<file path="config.mk">
export PLATFORM = sky130hd
export DESIGN_NAME = msgpack_record_frame_encoder
export DESIGN_NICKNAME = d
export VERILOG_FILES = /design/src/hw/rtl/mrfe_pkg.sv /design/src/hw/rtl/mrfe_front.sv /design/src/hw/rtl/mrfe_fifo.sv /design/src/hw/rtl/mrfe_back.sv /design/src/hw/rtl/msgpack_record_frame_encoder.sv
export VERILOG_INCLUDE_DIRS = /design/src /design/src/hw/rtl
export SDC_FILE = /design/constraint.sdc
export NUM_CORES = 1
export LEC_CHECK = 0
export BUFFER_PORTS_ARGS = -buffer_cell sky130_fd_sc_hd__buf_2
export CAP_MARGIN = 20
export CORE_MARGIN = 2
export CORE_UTILIZATION = 40
export CTS_CLUSTER_DIAMETER = 50
export DETAILED_ROUTE_END_ITERATION = 10
export PLACE_DENSITY_LB_ADDON = 0.1
export SLEW_MARGIN = 15
export SYNTH_ARGS = -nofsm -noshare
export SYNTH_HDL_FRONTEND = slang
export SYNTH_SLANG_ARGS = --single-unit
</file>
<file path="constraint.sdc">
create_clock -name i_clk -period 13.53 [get_ports i_clk]
set_input_delay 2.706 -clock i_clk [delete_from_list [all_inputs] [get_ports i_clk]]
set_output_delay 2.706 -clock i_clk [all_outputs]
set_load 0.01 [all_outputs]
</file>
<file path="src/hw/rtl/msgpack_record_frame_encoder_assert.svh">
// Assertion macros shared by the record frame encoder RTL.
// Depends on nothing; included by the top level where its checks are written.
`ifndef MSGPACK_RECORD_FRAME_ENCODER_ASSERT_SVH
`define MSGPACK_RECORD_FRAME_ENCODER_ASSERT_SVH

// Same-cycle implication, disabled while reset is asserted.
`define MRFE_ASSERT_NOW(label, clk, rst_n, ante, cons, msg) \
    label: assert property (@(posedge clk) disable iff (!(rst_n)) \
        (ante) |-> (cons)) else $error(msg);

// Implication whose consequent is checked later than the antecedent.
`define MRFE_ASSERT_LATER2(label, clk, rst_n, ante, cons, msg) \
    label: assert property (@(posedge clk) disable iff (!(rst_n)) \
        (ante) |-> ##2 (cons)) else $error(msg);

`endif

</file>
<file path="src/hw/rtl/mrfe_pkg.sv">
// Shared types, constants and encoding helpers of the record frame encoder.
// Depends on nothing; imported by every module of the block.
package mrfe_pkg;

    localparam int unsigned MRFE_Q_DEPTH = 2;
    localparam int unsigned MRFE_QPTR_W  = (MRFE_Q_DEPTH > 1) ? $clog2(MRFE_Q_DEPTH) : 1;
    localparam int unsigned MRFE_QCNT_W  = $clog2(MRFE_Q_DEPTH + 1);
    localparam int unsigned MRFE_IDX_W   = 4;
    localparam int unsigned MRFE_PLEN_W  = 5;

    localparam logic [7:0] MRFE_FIXARRAY4 = 8'h94;
    localparam logic [7:0] MRFE_PFX_U8    = 8'hcc;
    localparam logic [7:0] MRFE_PFX_U16   = 8'hcd;
    localparam logic [7:0] MRFE_PFX_U32   = 8'hce;
    localparam logic [7:0] MRFE_PFX_U64   = 8'hcf;

    localparam logic [1:0] FLD_PID  = 2'd0;
    localparam logic [1:0] FLD_GID  = 2'd1;
    localparam logic [1:0] FLD_CPU  = 2'd2;
    localparam logic [1:0] FLD_TIME = 2'd3;

    localparam logic [MRFE_IDX_W-1:0] LEN_LAST_IDX = MRFE_IDX_W'(3);

    typedef enum logic [2:0] {
        CLS_FIX,
        CLS_U8,
        CLS_U16,
        CLS_U32,
        CLS_U64
    } t_ucls;

    typedef enum logic [1:0] {
        SEG_LEN,
        SEG_HDR,
        SEG_FIELD
    } t_seg;

    typedef struct packed {
        logic [31:0]            process_id;
        logic [31:0]            group_id;
        logic [31:0]            cpu_number;
        logic [63:0]            time_value;
        t_ucls                  cls_pid;
        t_ucls                  cls_gid;
        t_ucls                  cls_cpu;
        t_ucls                  cls_time;
        logic [MRFE_PLEN_W-1:0] payload_len;
    } t_rec;

    typedef struct packed {
        logic                   valid;
        logic                   full;
        logic [MRFE_QCNT_W-1:0] count;
        t_rec                   rec;
    } t_qhead;

    // Shortest unsigned form of a value.
    function automatic t_ucls classify(input logic [63:0] v);
        t_ucls c;
        if (v[63:32] != 32'd0) begin
            c = CLS_U64;
        end else if (v[31:16] != 16'd0) begin
            c = CLS_U32;
        end else if (v[15:8] != 8'd0) begin
            c = CLS_U16;
        end else if (v[7] != 1'b0) begin
            c = CLS_U8;
        end else begin
            c = CLS_FIX;
        end
        return c;
    endfunction

    // Encoded length in bytes, prefix included.
    function automatic logic [MRFE_IDX_W-1:0] cls_len(input t_ucls c);
        logic [MRFE_IDX_W-1:0] n;
        unique case (c)
            CLS_FIX: n = MRFE_IDX_W'(1);
            CLS_U8:  n = MRFE_IDX_W'(2);
            CLS_U16: n = MRFE_IDX_W'(3);
            CLS_U32: n = MRFE_IDX_W'(5);
            CLS_U64: n = MRFE_IDX_W'(9);
            default: n = MRFE_IDX_W'(1);
        endcase
        return n;
    endfunction

    function automatic logic [7:0] cls_prefix(input t_ucls c);
        logic [7:0] p;
        unique case (c)
            CLS_U8:  p = MRFE_PFX_U8;
            CLS_U16: p = MRFE_PFX_U16;
            CLS_U32: p = MRFE_PFX_U32;
            CLS_U64: p = MRFE_PFX_U64;
            default: p = 8'h00;
        endcase
        return p;
    endfunction

endpackage

</file>
<file path="src/hw/rtl/mrfe_front.sv">
// Front end: takes records, sizes each value and the payload, pushes the result.
// Depends on mrfe_pkg.
module mrfe_front
    import mrfe_pkg::*;
(
    input  logic        i_start,
    input  logic        i_full,
    input  logic [31:0] i_process_id,
    input  logic [31:0] i_group_id,
    input  logic [31:0] i_cpu_number,
    input  logic [63:0] i_time_value,
    output logic        o_busy,
    output logic        o_push,
    output t_rec        o_rec
);

    t_ucls c_pid;
    t_ucls c_gid;
    t_ucls c_cpu;
    t_ucls c_time;

    always_comb begin
        c_pid  = classify({32'd0, i_process_id});
        c_gid  = classify({32'd0, i_group_id});
        c_cpu  = classify({32'd0, i_cpu_number});
        c_time = classify(i_time_value);

        o_rec.process_id  = i_process_id;
        o_rec.group_id    = i_group_id;
        o_rec.cpu_number  = i_cpu_number;
        o_rec.time_value  = i_time_value;
        o_rec.cls_pid     = c_pid;
        o_rec.cls_gid     = c_gid;
        o_rec.cls_cpu     = c_cpu;
        o_rec.cls_time    = c_time;
        // The array header byte plus the four encoded values.
        o_rec.payload_len = MRFE_PLEN_W'(1)
                          + MRFE_PLEN_W'(cls_len(c_pid))
                          + MRFE_PLEN_W'(cls_len(c_gid))
                          + MRFE_PLEN_W'(cls_len(c_cpu))
                          + MRFE_PLEN_W'(cls_len(c_time));
    end

    assign o_busy = i_full;
    assign o_push = i_start && !i_full;

endmodule

</file>
<file path="src/hw/rtl/mrfe_fifo.sv">
// Short queue of sized records between the front end and the byte serializer.
// Depends on mrfe_pkg.
module mrfe_fifo
    import mrfe_pkg::*;
(
    input  logic   i_clk,
    input  logic   i_rst_n,
    input  logic   i_push,
    input  t_rec   i_rec,
    input  logic   i_pop,
    output t_qhead o_head
);

    t_rec                   r_mem [MRFE_Q_DEPTH];
    logic [MRFE_QPTR_W-1:0] r_wptr;
    logic [MRFE_QPTR_W-1:0] r_rptr;
    logic [MRFE_QCNT_W-1:0] r_count;
    logic [MRFE_QPTR_W-1:0] n_wptr;
    logic [MRFE_QPTR_W-1:0] n_rptr;
    logic [MRFE_QCNT_W-1:0] n_count;

    function automatic logic [MRFE_QPTR_W-1:0] ptr_inc(input logic [MRFE_QPTR_W-1:0] p);
        logic [MRFE_QPTR_W-1:0] q;
        if (p == MRFE_QPTR_W'(MRFE_Q_DEPTH - 1)) begin
            q = '0;
        end else begin
            q = p + MRFE_QPTR_W'(1);
        end
        return q;
    endfunction

    always_comb begin
        n_wptr  = i_push ? ptr_inc(r_wptr) : r_wptr;
        n_rptr  = i_pop ? ptr_inc(r_rptr) : r_rptr;
        n_count = r_count + MRFE_QCNT_W'(i_push) - MRFE_QCNT_W'(i_pop);
    end

    always_ff @(posedge i_clk) begin
        if (!i_rst_n) begin
            r_wptr  <= '0;
            r_rptr  <= '0;
            r_count <= '0;
        end else begin
            r_wptr  <= n_wptr;
            r_rptr  <= n_rptr;
            r_count <= n_count;
        end
    end

    always_ff @(posedge i_clk) begin
        if (i_push) begin
            r_mem[r_wptr] <= i_rec;
        end
    end

    always_comb begin
        o_head.valid = (r_count != '0);
        o_head.full  = (r_count == MRFE_QCNT_W'(MRFE_Q_DEPTH));
        o_head.count = r_count;
        o_head.rec   = r_mem[r_rptr];
    end

endmodule

</file>
<file path="src/hw/rtl/mrfe_back.sv">
// Back end: walks the frame of the head record and sends one byte per cycle while the queue holds a record.
// Depends on mrfe_pkg.
module mrfe_back
    import mrfe_pkg::*;
(
    input  logic       i_clk,
    input  logic       i_rst_n,
    input  t_qhead     i_head,
    output logic       o_pop,
    output logic       o_strobe,
    output logic [7:0] o_frame_byte,
    output logic       o_frame_end
);

    t_seg                  r_seg;
    t_seg                  n_seg;
    logic [1:0]            r_fld;
    logic [1:0]            n_fld;
    logic [MRFE_IDX_W-1:0] r_idx;
    logic [MRFE_IDX_W-1:0] n_idx;
    logic                  r_strobe;
    logic [7:0]            r_byte;
    logic                  r_end;

    logic [63:0]           fld_val;
    t_ucls                 fld_cls;
    logic [MRFE_IDX_W-1:0] fld_len;
    logic [MRFE_IDX_W-1:0] byte_pos;
    logic                  fld_last;
    logic [7:0]            c_byte;
    logic                  c_end;

    // Value and size class of the field under way.
    always_comb begin
        unique case (r_fld)
            FLD_PID: begin
                fld_val = {32'd0, i_head.rec.process_id};
                fld_cls = i_head.rec.cls_pid;
            end
            FLD_GID: begin
                fld_val = {32'd0, i_head.rec.group_id};
                fld_cls = i_head.rec.cls_gid;
            end
            FLD_CPU: begin
                fld_val = {32'd0, i_head.rec.cpu_number};
                fld_cls = i_head.rec.cls_cpu;
            end
            default: begin
                fld_val = i_head.rec.time_value;
                fld_cls = i_head.rec.cls_time;
            end
        endcase
        fld_len  = cls_len(fld_cls);
        fld_last = (r_idx == fld_len - MRFE_IDX_W'(1));
        // Data bytes go out most significant first after the prefix byte.
        byte_pos = fld_len - MRFE_IDX_W'(1) - r_idx;
    end

    // Next state.
    always_comb begin
        n_seg = r_seg;
        n_fld = r_fld;
        n_idx = r_idx;
        if (i_head.valid) begin
            unique case (r_seg)
                SEG_LEN: begin
                    if (r_idx == LEN_LAST_IDX) begin
                        n_seg = SEG_HDR;
                        n_idx = '0;
                    end else begin
                        n_idx = r_idx + MRFE_IDX_W'(1);
                    end
                end
                SEG_HDR: begin
                    n_seg = SEG_FIELD;
                    n_fld = FLD_PID;
                    n_idx = '0;
                end
                SEG_FIELD: begin
                    if (fld_last) begin
                        n_idx = '0;
                        if (r_fld == FLD_TIME) begin
                            n_seg = SEG_LEN;
                            n_fld = FLD_PID;
                        end else begin
                            n_fld = r_fld + 2'd1;
                        end
                    end else begin
                        n_idx = r_idx + MRFE_IDX_W'(1);
                    end
                end
                default: begin
                    n_seg = SEG_LEN;
                    n_fld = FLD_PID;
                    n_idx = '0;
                end
            endcase
        end
    end

    // Byte and end flag for the current position.
    always_comb begin
        c_byte = 8'h00;
        c_end  = 1'b0;
        unique case (r_seg)
            SEG_LEN: begin
                if (r_idx == LEN_LAST_IDX) begin
                    c_byte = 8'(i_head.rec.payload_len);
                end
            end
            SEG_HDR: begin
                c_byte = MRFE_FIXARRAY4;
            end
            SEG_FIELD: begin
                if (fld_cls == CLS_FIX) begin
                    c_byte = fld_val[7:0];
                end else if (r_idx == '0) begin
                    c_byte = cls_prefix(fld_cls);
                end else begin
                    c_byte = fld_val[{byte_pos[2:0], 3'b000} +: 8];
                end
                c_end = fld_last && (r_fld == FLD_TIME);
            end
            default: begin
                c_byte = 8'h00;
            end
        endcase
    end

    assign o_pop = i_head.valid && c_end;

    always_ff @(posedge i_clk) begin
        if (!i_rst_n) begin
            r_seg    <= SEG_LEN;
            r_fld    <= FLD_PID;
            r_idx    <= '0;
            r_strobe <= 1'b0;
        end else begin
            r_seg    <= n_seg;
            r_fld    <= n_fld;
            r_idx    <= n_idx;
            r_strobe <= i_head.valid;
        end
    end

    always_ff @(posedge i_clk) begin
        r_byte <= c_byte;
        r_end  <= c_end;
    end

    assign o_strobe     = r_strobe;
    assign o_frame_byte = r_byte;
    assign o_frame_end  = r_end && r_strobe;

endmodule

</file>
<file path="src/hw/rtl/msgpack_record_frame_encoder.sv">
// Top level of the MessagePack record frame encoder.
// Depends on mrfe_pkg, mrfe_front, mrfe_fifo, mrfe_back and the assertion header.
//
// Usage:
// A record (process id, group id, cpu number, 64-bit time) is presented on the
// i_ value ports and taken at a rising edge where start is high and busy is low.
// Each record becomes one frame: a 4-byte big-endian payload length, the fixarray
// header 0x94, and the four values in their shortest unsigned MessagePack form.
// The frame leaves one byte per cycle on o_frame_byte, marked by o_strobe, with
// o_frame_end high on its last byte. The receiver takes every strobed byte and
// cannot stall the output.
// When the serializer is idle, a taken record is first written into the queue,
// and its first byte passes through the serializer's output register before it
// appears. A frame is 9 to 29 bytes, and frames follow one another with no gap
// while the queue holds records.
// A two-record queue sits between the sizing front end and the serializer, so
// new records are taken while a frame is still going out; busy is high only
// while that queue is full.
// Reset (synchronous, active low) empties the queue and returns the serializer
// to the start of a frame; no byte is strobed in the cycle after reset.
`include "msgpack_record_frame_encoder_assert.svh"

module msgpack_record_frame_encoder
    import mrfe_pkg::*;
(
    input  logic        i_clk,
    input  logic        i_rst_n,
    input  logic        start,
    output logic        busy,
    input  logic [31:0] i_process_id,
    input  logic [31:0] i_group_id,
    input  logic [31:0] i_cpu_number,
    input  logic [63:0] i_time_value,
    output logic        o_strobe,
    output logic [7:0]  o_frame_byte,
    output logic        o_frame_end
);

    t_rec   s_rec;
    t_qhead s_head;
    logic   s_push;
    logic   s_pop;

    // Front end: sizes every value and the payload of the record as it arrives.
    mrfe_front u_front (
        .i_start      (start),
        .i_full       (s_head.full),
        .i_process_id (i_process_id),
        .i_group_id   (i_group_id),
        .i_cpu_number (i_cpu_number),
        .i_time_value (i_time_value),
        .o_busy       (busy),
        .o_push       (s_push),
        .o_rec        (s_rec)
    );

    // Queue of sized records; the serializer pops on the last byte of a frame.
    mrfe_fifo u_fifo (
        .i_clk   (i_clk),
        .i_rst_n (i_rst_n),
        .i_push  (s_push),
        .i_rec   (s_rec),
        .i_pop   (s_pop),
        .o_head  (s_head)
    );

    // Serializer: walks length prefix, header and the four fields byte by byte.
    mrfe_back u_back (
        .i_clk        (i_clk),
        .i_rst_n      (i_rst_n),
        .i_head       (s_head),
        .o_pop        (s_pop),
        .o_strobe     (o_strobe),
        .o_frame_byte (o_frame_byte),
        .o_frame_end  (o_frame_end)
    );

    // The end flag only ever rides on a strobed byte.
    `MRFE_ASSERT_NOW(a_end_with_strobe, i_clk, i_rst_n, o_frame_end, o_strobe, "frame end without strobe")

    // Busy means the queue is full, nothing else.
    `MRFE_ASSERT_NOW(a_busy_full, i_clk, i_rst_n, busy, s_head.count == MRFE_QCNT_W'(MRFE_Q_DEPTH), "busy while queue has room")

    // A record taken into an empty queue starts its frame: its first byte is registered and strobed.
    `MRFE_ASSERT_LATER2(a_first_byte, i_clk, i_rst_n, s_push && !s_head.valid, o_strobe && !o_frame_end, "frame did not start after accept")

endmodule

</file>
==> run metrics, run 1 <==
Clk Latency, worst-skew pair=0.56 ns; via/cell ratio=5.55; core area=37,700 µm²; antenna violations before repair=4; Max stage delay on crit path=0.60 ns; YS warnings=0; filler instances=3,395; Synth Instances=975; port buffer count=173; flops & latches, synth=371; Clk Tree Root Cell=clkbuf_16; overall power=0.00265 W; largest net degree at the start of global routing=176; All-Layer GR Usage=20.8%; Hold/Removal Path Class=register to register; Hold Buf Count CTS=0; setup bufs post-CTS=0; Slew HR=18.9%; Max-cap violations=0; kind of cell adding the most delay to the critical path=adder cells; # resized after CTS=0; Finished Layout Cells=1,693; CP Buf/Inv Count=3; FF-to-FF End=u_back.o_frame_byte[4]; HP Start=u_fifo.r_rptr; Num CTS Buffers=42; wire per inst=24.0 µm; final setup fails=0; Starting Density=40.6%; first-pass GRT wire length=59,900 µm; Total Nets Final=1,343; worst path cell trace=buf_2 > nor4_1 > nand4_1 > or2_2 > ha_1 > fa_1 > inv_1 > fa_1 > inv_1 > ha_1 > a21o_1 > a21oi_1 > xnor2_1; Worst Hold Depth=2; drt first-iter violations=751; grt total ovfl=0; worst r2r path cells=13; htree depth=2; Syn Std Cell Area=15,300 µm²; CTS tree=yes; Slowest-stage cell, CP=nor4_1; sequential share of the synthesized area=71.3%; unrepaired setup endpoints after global routing=false; Worst Skew=0.0170 ns; chip width=200 µm; area of the die=39,900 µm²; Routed Antenna Nets=0; crit path time final=6.01 ns; Max Clock Freq=167 MHz; met3 WL=2540 µm; Post-synth EDFFs=348; Required @ worst endpoint=13.82 ns; Setup TNS Final=0 ns; wire length on met1=18,000 µm; Met2 Wirelength=18,800 µm; share of layout cells above drive strength 1=25.2%; IO Pins=174; Clock Pin Slew Worst Setup and Hold Paths=0.05 ns; Worst-Margin Slew=1.19 ns; hpwl dp=27,400 µm; Unique masters post-synth=70; Syn-to-layout area delta=17.3%; Critical Path Fanout Max=4; Critical Path End Type=register; register area=10,900 µm²; Inst Count DP=1,618; Cell Rows=71; clock tree buffer depth=3; max-slew violation total from the final report=0; Post-synth top flop=edfxtp_1; Clock Sinks=371; Final Hold Viols=0; DRC=0; GP Congestion=0.833; vias in the first global route=9,443; Power per Cell Area=147 nW/µm²; ys async rst share=0%; WL final=40,600 µm; Syn Nets=1,167; Static Leakage=6.23 nW; Die H=200 µm; Synth top area share=68.3%; Arrival @ worst endpoint=6.30 ns; Top Metal Used=met5; Peak VDD IR=106 µV; Area contributors post-synth=edfxtp_1 (68%), mux4_2 (3.8%), dfxtp_1 (3.0%); Multi-input gate area=4060 µm²; via count=9,397; WS Path Type=input port to register; post-synthesis cell type with the largest combined area=edfxtp_1; startpoint types=input port; Mean Syn Cell Area=15.7 µm²; outcome=complete, no violations; DRT Pass-1 Iters=6; Reg2Reg Setup Slack=7.85 ns; Tcrit/Tclk final=44.4%
[tightest hold or removal path: stages, from the launching register on]
cell     delay, ns
dfxtp_1       0.30
nand2_1       0.07
mux2i_1       0.06
[flip-flops by register name, indices dropped and copies added, names as in the netlist, named ones only]
register and cells:
u_back.r_end 1, u_back.r_seg 2, u_back.o_strobe 1, u_fifo.r_wptr 1, u_back.r_idx 4, u_back.r_fld 2
u_fifo.r_count 2, u_back.o_frame_byte 8, u_fifo.r_rptr 1, u_fifo.r_mem 348
[power by group]
group	total, W	internal (W)	leakage [nW]	switching, W
Combinational	0.000253	0.0000846	2.23	0.000168
Sequential	0.00136	0.00134	3.40	0.0000187
Clock	0.00104	0.000590	0.601	0.000446
Total	0.00265	0.00201	6.23	0.000633
[per-layer routing]
metal,vias up,global-route usage (%)
met5,-,0
met4,4,8.29
met3,79,4.29
met2,303,31.3
met1,4723,29.4
li1,4288,-
[through the flow]
step,setup WS [ns],hold slack [ns],instance area (µm²),utilization [%]
final,7.52,0.465,18000,47.7
after global routing,7.42,0.510,18000,47.7
after CTS,7.61,0.468,18000,47.7
after detailed placement,7.05,0.459,16700,44.4
after global placement,7.07,0.460,16700,44.4
after floorplan,2.79,0.452,15300,-
[cell usage in the layout, fill, tap and decap left out, drive strengths merged, types with 12 or more instances in the layout]
cell type  count
nor2b         12
nand4         12
a211oi        16
ha            22
dfxtp         23
mux2i         19
mux4          26
a31oi         13
o21ai         16
a222oi        25
buf          187
a21oi         23
nor4          34
a22oi         39
clkbuf        52
edfxtp       348
nand3         34
inv           37
nand2         69
nor2          27
clkinv        17
[cells in the mapped netlist (all sizes together), types with 5 or more instances]
| master | number |
|---|---|
| a211oi | 16 |
| a21boi | 5 |
| a21oi | 23 |
| a222oi | 25 |
| a22o | 9 |
| a22oi | 39 |
| a31oi | 13 |
| a32oi | 5 |
| and2 | 10 |
| and3 | 6 |
| buf | 19 |
| clkbuf | 36 |
| dfxtp | 23 |
| edfxtp | 348 |
| fa | 7 |
| ha | 22 |
| inv | 35 |
| mux2 | 10 |
| mux2i | 19 |
| mux4 | 26 |
| nand2 | 69 |
| nand2b | 5 |
| nand3 | 34 |
| nand4 | 12 |
| nor2 | 27 |
| nor2b | 12 |
| nor4 | 34 |
| o211ai | 7 |
| o21ai | 16 |
| or2 | 6 |
| xnor2 | 6 |
[area by class of cell]
class	count	share of cell area [%]
clock buffers	52	6.06
inverters	35	0.731
diodes	2	0.0279
well taps	511	3.56
clock inverters	21	0.801
multi-input cells	514	22.6
repair buffers	187	5.48
flip-flops and latches	371	60.8
[kinds of logic after synthesis]
family	share of synthesized area, %
buffers and inverters	2.40
adders and majority gates	2.71
and+or+nand+nor	7.70
xor gates and xnor gates	0.515
DFF	71.3
muxes	5.83
AOI/OAI and AO/OA	9.58
[worst max-delay path by stage]
stage / start / endpoint / slack [ns] / cells after the start
floorplan: start / u_fifo.r_mem[0][0] / 2.79 / 2
global placement: i_time_value[41] / u_fifo.r_mem[0][3] / 7.07 / 13
detailed placement: i_cpu_number[25] / u_fifo.r_mem[0][3] / 7.05 / 13
CTS: i_cpu_number[25] / u_fifo.r_mem[0][4] / 7.61 / 13
global route: i_group_id[25] / u_fifo.r_mem[0][4] / 7.42 / 13
finish: i_cpu_number[25] / u_fifo.r_mem[0][4] / 7.52 / 13
Note: power is estimated with default switching activity, not from simulation.
==> inputs of run 2 (changes only) <==
--- a/config.mk
+++ b/config.mk
@@ -6,6 +6,7 @@
 export SDC_FILE = /design/constraint.sdc
 export NUM_CORES = 1
 export LEC_CHECK = 0
+export ABC_AREA = 1
 export BUFFER_PORTS_ARGS = -buffer_cell sky130_fd_sc_hd__buf_2
 export CAP_MARGIN = 20
 export CORE_MARGIN = 2
==> constraint.sdc (replaced) <==
create_clock -name i_clk -period 4.95 [get_ports i_clk]
set_input_delay 0.99 -clock i_clk [delete_from_list [all_inputs] [get_ports i_clk]]
set_output_delay 0.99 -clock i_clk [all_outputs]
set_load 0.01 [all_outputs]
==> run 2 against run 1 <==
Compared with the run above:
- critical path depth up 2
- final cell count increased by 26%
- clock skew increased by 0.0037 ns
- non-clock buffer count grew 20
- first-iteration DRC count is 1.1% higher
- utilization up 0.13 points
- die area up 4.1%
- count of clock-buffer cells in the layout up 4
- clock power rose to 3.1 times the previous value
- setup slack worse by 6.7 ns
- largest cell class unchanged
- register-to-register slack got worse by 7.0 ns
- synthesized area up 4.2%
- highest routed layer unchanged
==> run metrics, run 2 <==
outcome=complete, no violations; Unique masters post-synth=45 (-36%); Static Leakage=7.19 nW (+15%); Tcrit/Tclk final=82.7%; Max stage delay on crit path=0.52 ns (-0.08 ns); Post-synth EDFFs=348 (unchanged); Clk Tree Root Cell=clkbuf_16; YS warnings=0 (unchanged); most common library cells after synthesis=edfxtp_1 (348), nand2_1 (252), nor2_1 (190); Clock Sinks=371 (unchanged); unrepaired setup endpoints after global routing=false; most common cell after layout, fill and taps aside=edfxtp_1; Synth top area share=65.5% (-2.7 points); Peak VDD IR=268 µV (+150%); Max-cap violations=0 (unchanged); Syn Nets=1,581 (+35%); core area=39,500 µm² (+5.0%); ys async rst share=0% (unchanged); Worst Skew=0.0207 ns (+0.00366 ns); Cell Rows=73 (+2.8%); via/cell ratio=5.13 (-7.6%); top-count cell post-synth=edfxtp_1; crit path time final=4.10 ns; post-synthesis cell type with the largest combined area=edfxtp_1; drt first-iter violations=759 (+1.1%); Arrival @ worst endpoint=4.41 ns (-1.89 ns); Area contributors post-synth=edfxtp_1 (66%), nand2_1 (5.9%), nor2_1 (4.5%); WL final=44,200 µm (+8.8%); first-pass GRT wire length=66,000 µm (+10%); Starting Density=40.3% (-0.32 points); WS Path Type=input port to register; Slew HR=31.1% (+12 points); clock tree buffer depth=3 (unchanged); Worst-Margin Slew=1.03 ns (-0.154 ns); DRC=0 (unchanged); All-Layer GR Usage=21.6% (+0.89 points); via count=11,000 (+17%); port buffer count=173 (unchanged); final setup fails=0 (unchanged); vias in the first global route=10,800 (+15%); flops & latches, synth=371 (unchanged); Top reg by flops=u_fifo.r_mem; max-slew violation total from the final report=0 (unchanged); IO Pins=174 (unchanged); Syn Std Cell Area=15,900 µm² (+4.2%); overall power=0.00759 W (+190%); Synth Instances=1,389 (+42%); GP Congestion=0.822 (-1.4%); Max Clock Freq=244 MHz; chip width=204 µm (+2.0%); Mean Syn Cell Area=11.5 µm² (-27%); CTS tree=yes; Slowest-stage cell, CP=fa_1; # resized after CTS=0 (unchanged); Required @ worst endpoint=5.26 ns (-8.56 ns); Die H=204 µm (+2.0%); Total Nets Final=1,768 (+32%); Hold/Removal Path Class=register to register; startpoint types=input port; Final Hold Viols=0 (unchanged); worst path cell trace=buf_2 > nor4_1 > buf_4 > nand4_1 > buf_4 > a31o_2 > ha_1 > fa_1 > inv_1 > fa_1 > inv_1 > ha_1 > inv_1 > fa_1 > xnor2_1; setup bufs post-CTS=0 (unchanged); antenna violations before repair=6 (+2); Post-synth top flop=edfxtp_1; hpwl dp=30,200 µm (+10%); highest-count cells in the layout ignoring fill and taps=edfxtp_1 (348), nand2_1 (252), nor2_1 (188); grt total ovfl=0 (unchanged); DRT Pass-1 Iters=8 (+2); wire per inst=20.7 µm (-14%); htree depth=2 (unchanged); max FFs per register=348 (unchanged); area of the die=41,500 µm² (+4.1%); largest net degree at the start of global routing=88 (-50%); Routed Antenna Nets=0 (unchanged); Critical Path End Type=register; Clk Latency, worst-skew pair=0.58 ns (+0.02 ns); filler instances=3,618 (+6.6%); Power per Cell Area=402 nW/µm² (+170%); Hold Buf Count CTS=0 (unchanged); sequential share of the synthesized area=68.4% (-2.9 points); Syn-to-layout area delta=18.6%; Clock Pin Slew Worst Setup and Hold Paths=0.06 ns (about the same); Num CTS Buffers=45 (+7.1%); CP Buf/Inv Count=6 (+3); kind of cell adding the most delay to the critical path=adder cells; Critical Path Fanout Max=4 (unchanged); share of layout cells above drive strength 1=19.5% (-5.7 points); Min Hold Slack=0.481 ns (+0.0163 ns)
[run 2: cells by family (layout without fill, tap and decap cells)]
family	after synthesis	count (layout)	share of synthesized area (%)
and+or+nand+nor	651	651	18.2
DFF	371	371	68.4
AOI/OAI and AO/OA	192	192	6.70
buffers and inverters	141	364	3.84
adders and majority gates	29	29	2.60
xor gates and xnor gates	5	5	0.275
other	0	3	0
[run 2: through the flow]
| stage | cell area [µm²] | TNS (ns) | worst slack [ns] | std cells | utilization (%) |
|---|---|---|---|---|---|
| 2_1_floorplan | 16000 | -438.40 | -1.26 | 1389 | - |
| 3_3_place_gp | 17500 | 0 | 0.329 | 2054 | 44.2 |
| 3_5_place_dp | 17500 | 0 | 0.241 | 2054 | 44.2 |
| 4_1_cts | 18900 | 0 | 0.793 | 2137 | 47.8 |
| 5_1_grt | 18900 | 0 | 0.446 | 2139 | 47.8 |
| 6_report | 18900 | 0 | 0.855 | 2140 | 47.8 |
[run 2: power by group]
part | total [W] | leakage, nW | switching, W | internal (W)
clock network | 0.00320 | 0.716 | 0.00130 | 0.00190
registers | 0.00369 | 3.40 | 0.0000444 | 0.00365
logic | 0.000700 | 3.07 | 0.000485 | 0.000215
total | 0.00759 | 7.19 | 0.00183 | 0.00576
[run 2: final cells by class]
| cell class | count | area (µm²) | share of cell area, % |
|---|---|---|---|
| Clock buffer | 56 | 1210 | 6.40 |
| Multi-Input combinational cell | 877 | 4440 | 23.5 |
| Inverter | 74 | 280 | 1.48 |
| Sequential cell | 371 | 10900 | 57.7 |
| Timing Repair Buffer | 207 | 1170 | 6.19 |
| Antenna cell | 3 | 7.51 | 0.0397 |
| Clock inverter | 27 | 229 | 1.21 |
| Tap cell | 525 | 657 | 3.47 |
[run 2: worst reg2reg max path: stages (launching register included)]
cell,delay (ns)
dfxtp_4,0.58
buf_4,0.33
nand2_1,0.08
nand3_1,0.09
nand2_2,0.07
nor2_4,0.18
nor2_8,0.07
nor3_2,0.19
inv_1,0.08
and2_1,0.16
ha_1,0.32
fa_1,0.60
inv_1,0.17
o221ai_1,0.11
nand2_1,0.15
a31oi_1,0.30
nand3_1,0.14
nand3_1,0.10
nand2_1,0.06
nand2_1,0.06
nand2_1,0.05
nand2_1,0.11
[run 2: path summary, 6_finish.rpt]
path | start | endpoint | slack, ns | cells after the start
max | i_cpu_number[25] | u_fifo.r_mem[1][3] | 0.85 | 15
min | u_fifo.r_count[1] | u_fifo.r_count[1] | 0.48 | 1
max reg2reg | register | u_back.o_frame_byte[2] | 0.87 | 21
min reg2reg | u_fifo.r_count[1] | u_fifo.r_count[1] | 0.48 | 1
[run 2: per-layer routing]
metal	GRT usage (%)	routed length [µm]
met1	30.7	20200
met2	33.9	20600
met3	3.34	2170
met4	7.74	1200
met5	0	40
==> inputs of run 3 (changes only) <==
==> constraint.sdc (replaced) <==
create_clock -name i_clk -period 4.3 [get_ports i_clk]
set_input_delay 0.86 -clock i_clk [delete_from_list [all_inputs] [get_ports i_clk]]
set_output_delay 0.86 -clock i_clk [all_outputs]
set_load 0.01 [all_outputs]
==> run 3 against run 2 <==
Compared with the run above:
- power up 15%
- clock power is 14% higher
- critical endpoint is now u_back.o_frame_byte[1]
- critical path depth grew 6
- via count rose by 2.7%
- hold slack got worse by 0.0040 ns
- clock skew decreased by 0.011 ns
- combinational power is 21% higher
- highest routed layer unchanged
- register-to-register slack lost 0.49 ns
- largest cell class unchanged
==> run metrics, run 3 (synthesis results as in run 2) <==
outcome=complete, no violations; Hold EP=u_fifo.r_count[1]; grt total ovfl=0 (unchanged); IO Pins=174 (unchanged); Total Nets Final=1,831 (+3.6%); Die H=204 µm (unchanged); Max Clock Freq=255 MHz; final setup fails=0 (unchanged); fin util=49.1% (+1.2 points); most common cell after layout, fill and taps aside=edfxtp_1; Clock Sinks=371 (unchanged); Worst-Margin Slew=1.08 ns (+0.0505 ns); Max-cap violations=0 (unchanged); Critical Path Fanout Max=7 (+3); Static Leakage=7.46 nW (+3.8%); met3 WL=2210 µm (+1.8%); worst path cell trace=inv_1 > ha_2 > nand3_1 > nand2_2 > nor2_4 > nor2_8 > nor3_2 > inv_1 > and2_1 > ha_1 > fa_1 > clkinvlp_4 > o221ai_1 > nand2_1 > a31oi_1 > nand3_1 > nand3_1 > nand2_1 > nand2_1 > nand2_1 > nand2_1; DRT Pass-1 Iters=6 (-2); Required @ worst endpoint=4.79 ns (-0.47 ns); Syn-to-layout area delta=21.7%; most used cell, CP=nand2_1; htree depth=2 (unchanged); share of layout cells above drive strength 1=22.5% (+3.0 points); Met2 Wirelength=20,500 µm (-0.24%); DRC=0 (unchanged); Clk Latency, worst-skew pair=0.56 ns (-0.02 ns); Setup TNS Final=0 ns (unchanged); startpoint types=register; WL final=44,200 µm (about the same); post-route cell area=19,400 µm² (+2.6%); All-Layer GR Usage=21.6% (-0.065 points); setup bufs post-CTS=0 (unchanged); highest-count cells in the layout ignoring fill and taps=edfxtp_1 (348), nand2_1 (252), nor2_1 (188); GP Congestion=0.800 (-2.6%); worst r2r path cells=21 (unchanged); area post-placement=18,000 µm² (+2.8%); first-pass GRT wire length=66,600 µm (+0.93%); clock tree buffer depth=3 (unchanged); chip width=204 µm (unchanged); Reg2Reg Setup Slack=0.38 ns (-0.49 ns); filler instances=3,606 (-0.33%); Slowest-stage cell, CP=fa_1; crit path time final=3.92 ns; vias in the first global route=10,900 (+0.92%); FF-to-FF End=u_back.o_frame_byte[1]; overall power=0.00875 W (+15%); Routed Antenna Nets=0 (unchanged); wire per inst=20.1 µm (-2.9%); Power per Cell Area=451 nW/µm² (+12%); worst r2r src=u_back.r_fld[0]; Starting Density=40.3% (unchanged); max FFs per register=348 (unchanged); via count=11,300 (+2.7%); wire length on met1=20,300 µm (+0.25%); Hold Buf Count CTS=0 (unchanged); Min Hold Slack=0.477 ns (-0.00396 ns); Worst Skew=0.0101 ns (-0.0106 ns); CP Buf/Inv Count=3 (-3); kind of cell adding the most delay to the critical path=simple AND/OR/NAND/NOR gates; CTS tree=yes; WS Path Type=register to register; Multi-input gate area=4450 µm² (+0.25%); Max stage delay on crit path=0.61 ns (+0.09 ns); register area=10,900 µm² (unchanged); Peak VDD IR=299 µV (+12%); hpwl dp=29,600 µm (-2.1%); Tcrit/Tclk final=91.2%; antenna violations before repair=4 (-2); Final Hold Viols=0 (unchanged); largest net degree at the start of global routing=104 (+18%); unrepaired setup endpoints after global routing=false; via/cell ratio=5.12 (-0.23%); Critical Path End Type=register; area of the die=41,500 µm² (unchanged); Hold/Removal Path Class=register to register; Num CTS Buffers=45 (unchanged); Arrival @ worst endpoint=4.42 ns (about the same); Slew HR=27.8% (-3.4 points); critical path depth=21 (+6); HP Start=u_fifo.r_count[1]; drt first-iter violations=886 (+17%); Top reg by flops=u_fifo.r_mem; Clock Pin Slew Worst Setup and Hold Paths=0.06 ns (about the same); Clk Tree Root Cell=clkbuf_16; Worst Hold Depth=1 (unchanged); Cell Rows=73 (unchanged); core area=39,500 µm² (unchanged); Top Metal Used=met5; max-slew violation total from the final report=0 (unchanged); port buffer count=173 (unchanged)
-- run 3: worst reg2reg max path, cell delays in order, from the launching register on --
cell,delay (ns)
dfxtp_1,0.40
inv_1,0.10
ha_2,0.27
nand3_1,0.12
nand2_2,0.07
nor2_4,0.16
nor2_8,0.06
nor3_2,0.19
inv_1,0.09
and2_1,0.16
ha_1,0.32
fa_1,0.61
clkinvlp_4,0.26
o221ai_1,0.14
nand2_1,0.13
a31oi_1,0.26
nand3_1,0.12
nand3_1,0.10
nand2_1,0.06
nand2_1,0.09
nand2_1,0.06
nand2_1,0.08
-- run 3: per-layer routing --
| metal | up-vias | GRT usage (%) |
|---|---|---|
| met1 | 5465 | 30.8 |
| met4 | 2 | 7.74 |
| met5 | - | 0 |
| met3 | 69 | 3.37 |
| met2 | 300 | 33.5 |
| li1 | 5441 | - |
-- run 3: stage by stage --
step / setup slack [ns] / cells
after CTS: 0.299 / 2200
after floorplan: -1.78 / 1389
final: 0.376 / 2203
after global placement: -0.210 / 2117
after detailed placement: -0.222 / 2117
after global routing: 0.0425 / 2203
-- run 3: what timing repair did --
| action | in CTS | in global routing |
|---|---|---|
| setup endpoints to repair | 0 | 5 |
| hold endpoints to repair | 0 | 0 |
| resized for setup | 0 | 6 |
-- run 3: worst max path at each step --
stage / start / to
3_3_place_gp: i_group_id[21] / u_fifo.r_mem[0][3]
4_1_cts: u_back.r_fld[0] / u_back.o_frame_byte[3]
6_report: u_back.r_fld[0] / u_back.o_frame_byte[1]
5_1_grt: u_back.r_fld[0] / u_back.o_frame_byte[1]
3_5_place_dp: i_group_id[21] / u_fifo.r_mem[0][3]
2_1_floorplan: start / u_fifo.r_mem[1][0]
-- run 3: cell type report --
class	count	share of cell area, %
timing repair buffer	270	8.54
tap	525	3.38
sequential	371	56.2
clock inverter	24	0.974
multi-input combinational	877	23.0
antenna	3	0.0387
inverter	74	1.48
clock buffer	59	6.40
-- run 3: power by group --
part	internal, W	switching [W]	leakage [nW]	total [W]
Combinational	0.000279	0.000571	3.37	0.000850
Clock	0.00216	0.00148	0.691	0.00364
Sequential	0.00420	0.0000508	3.40	0.00425
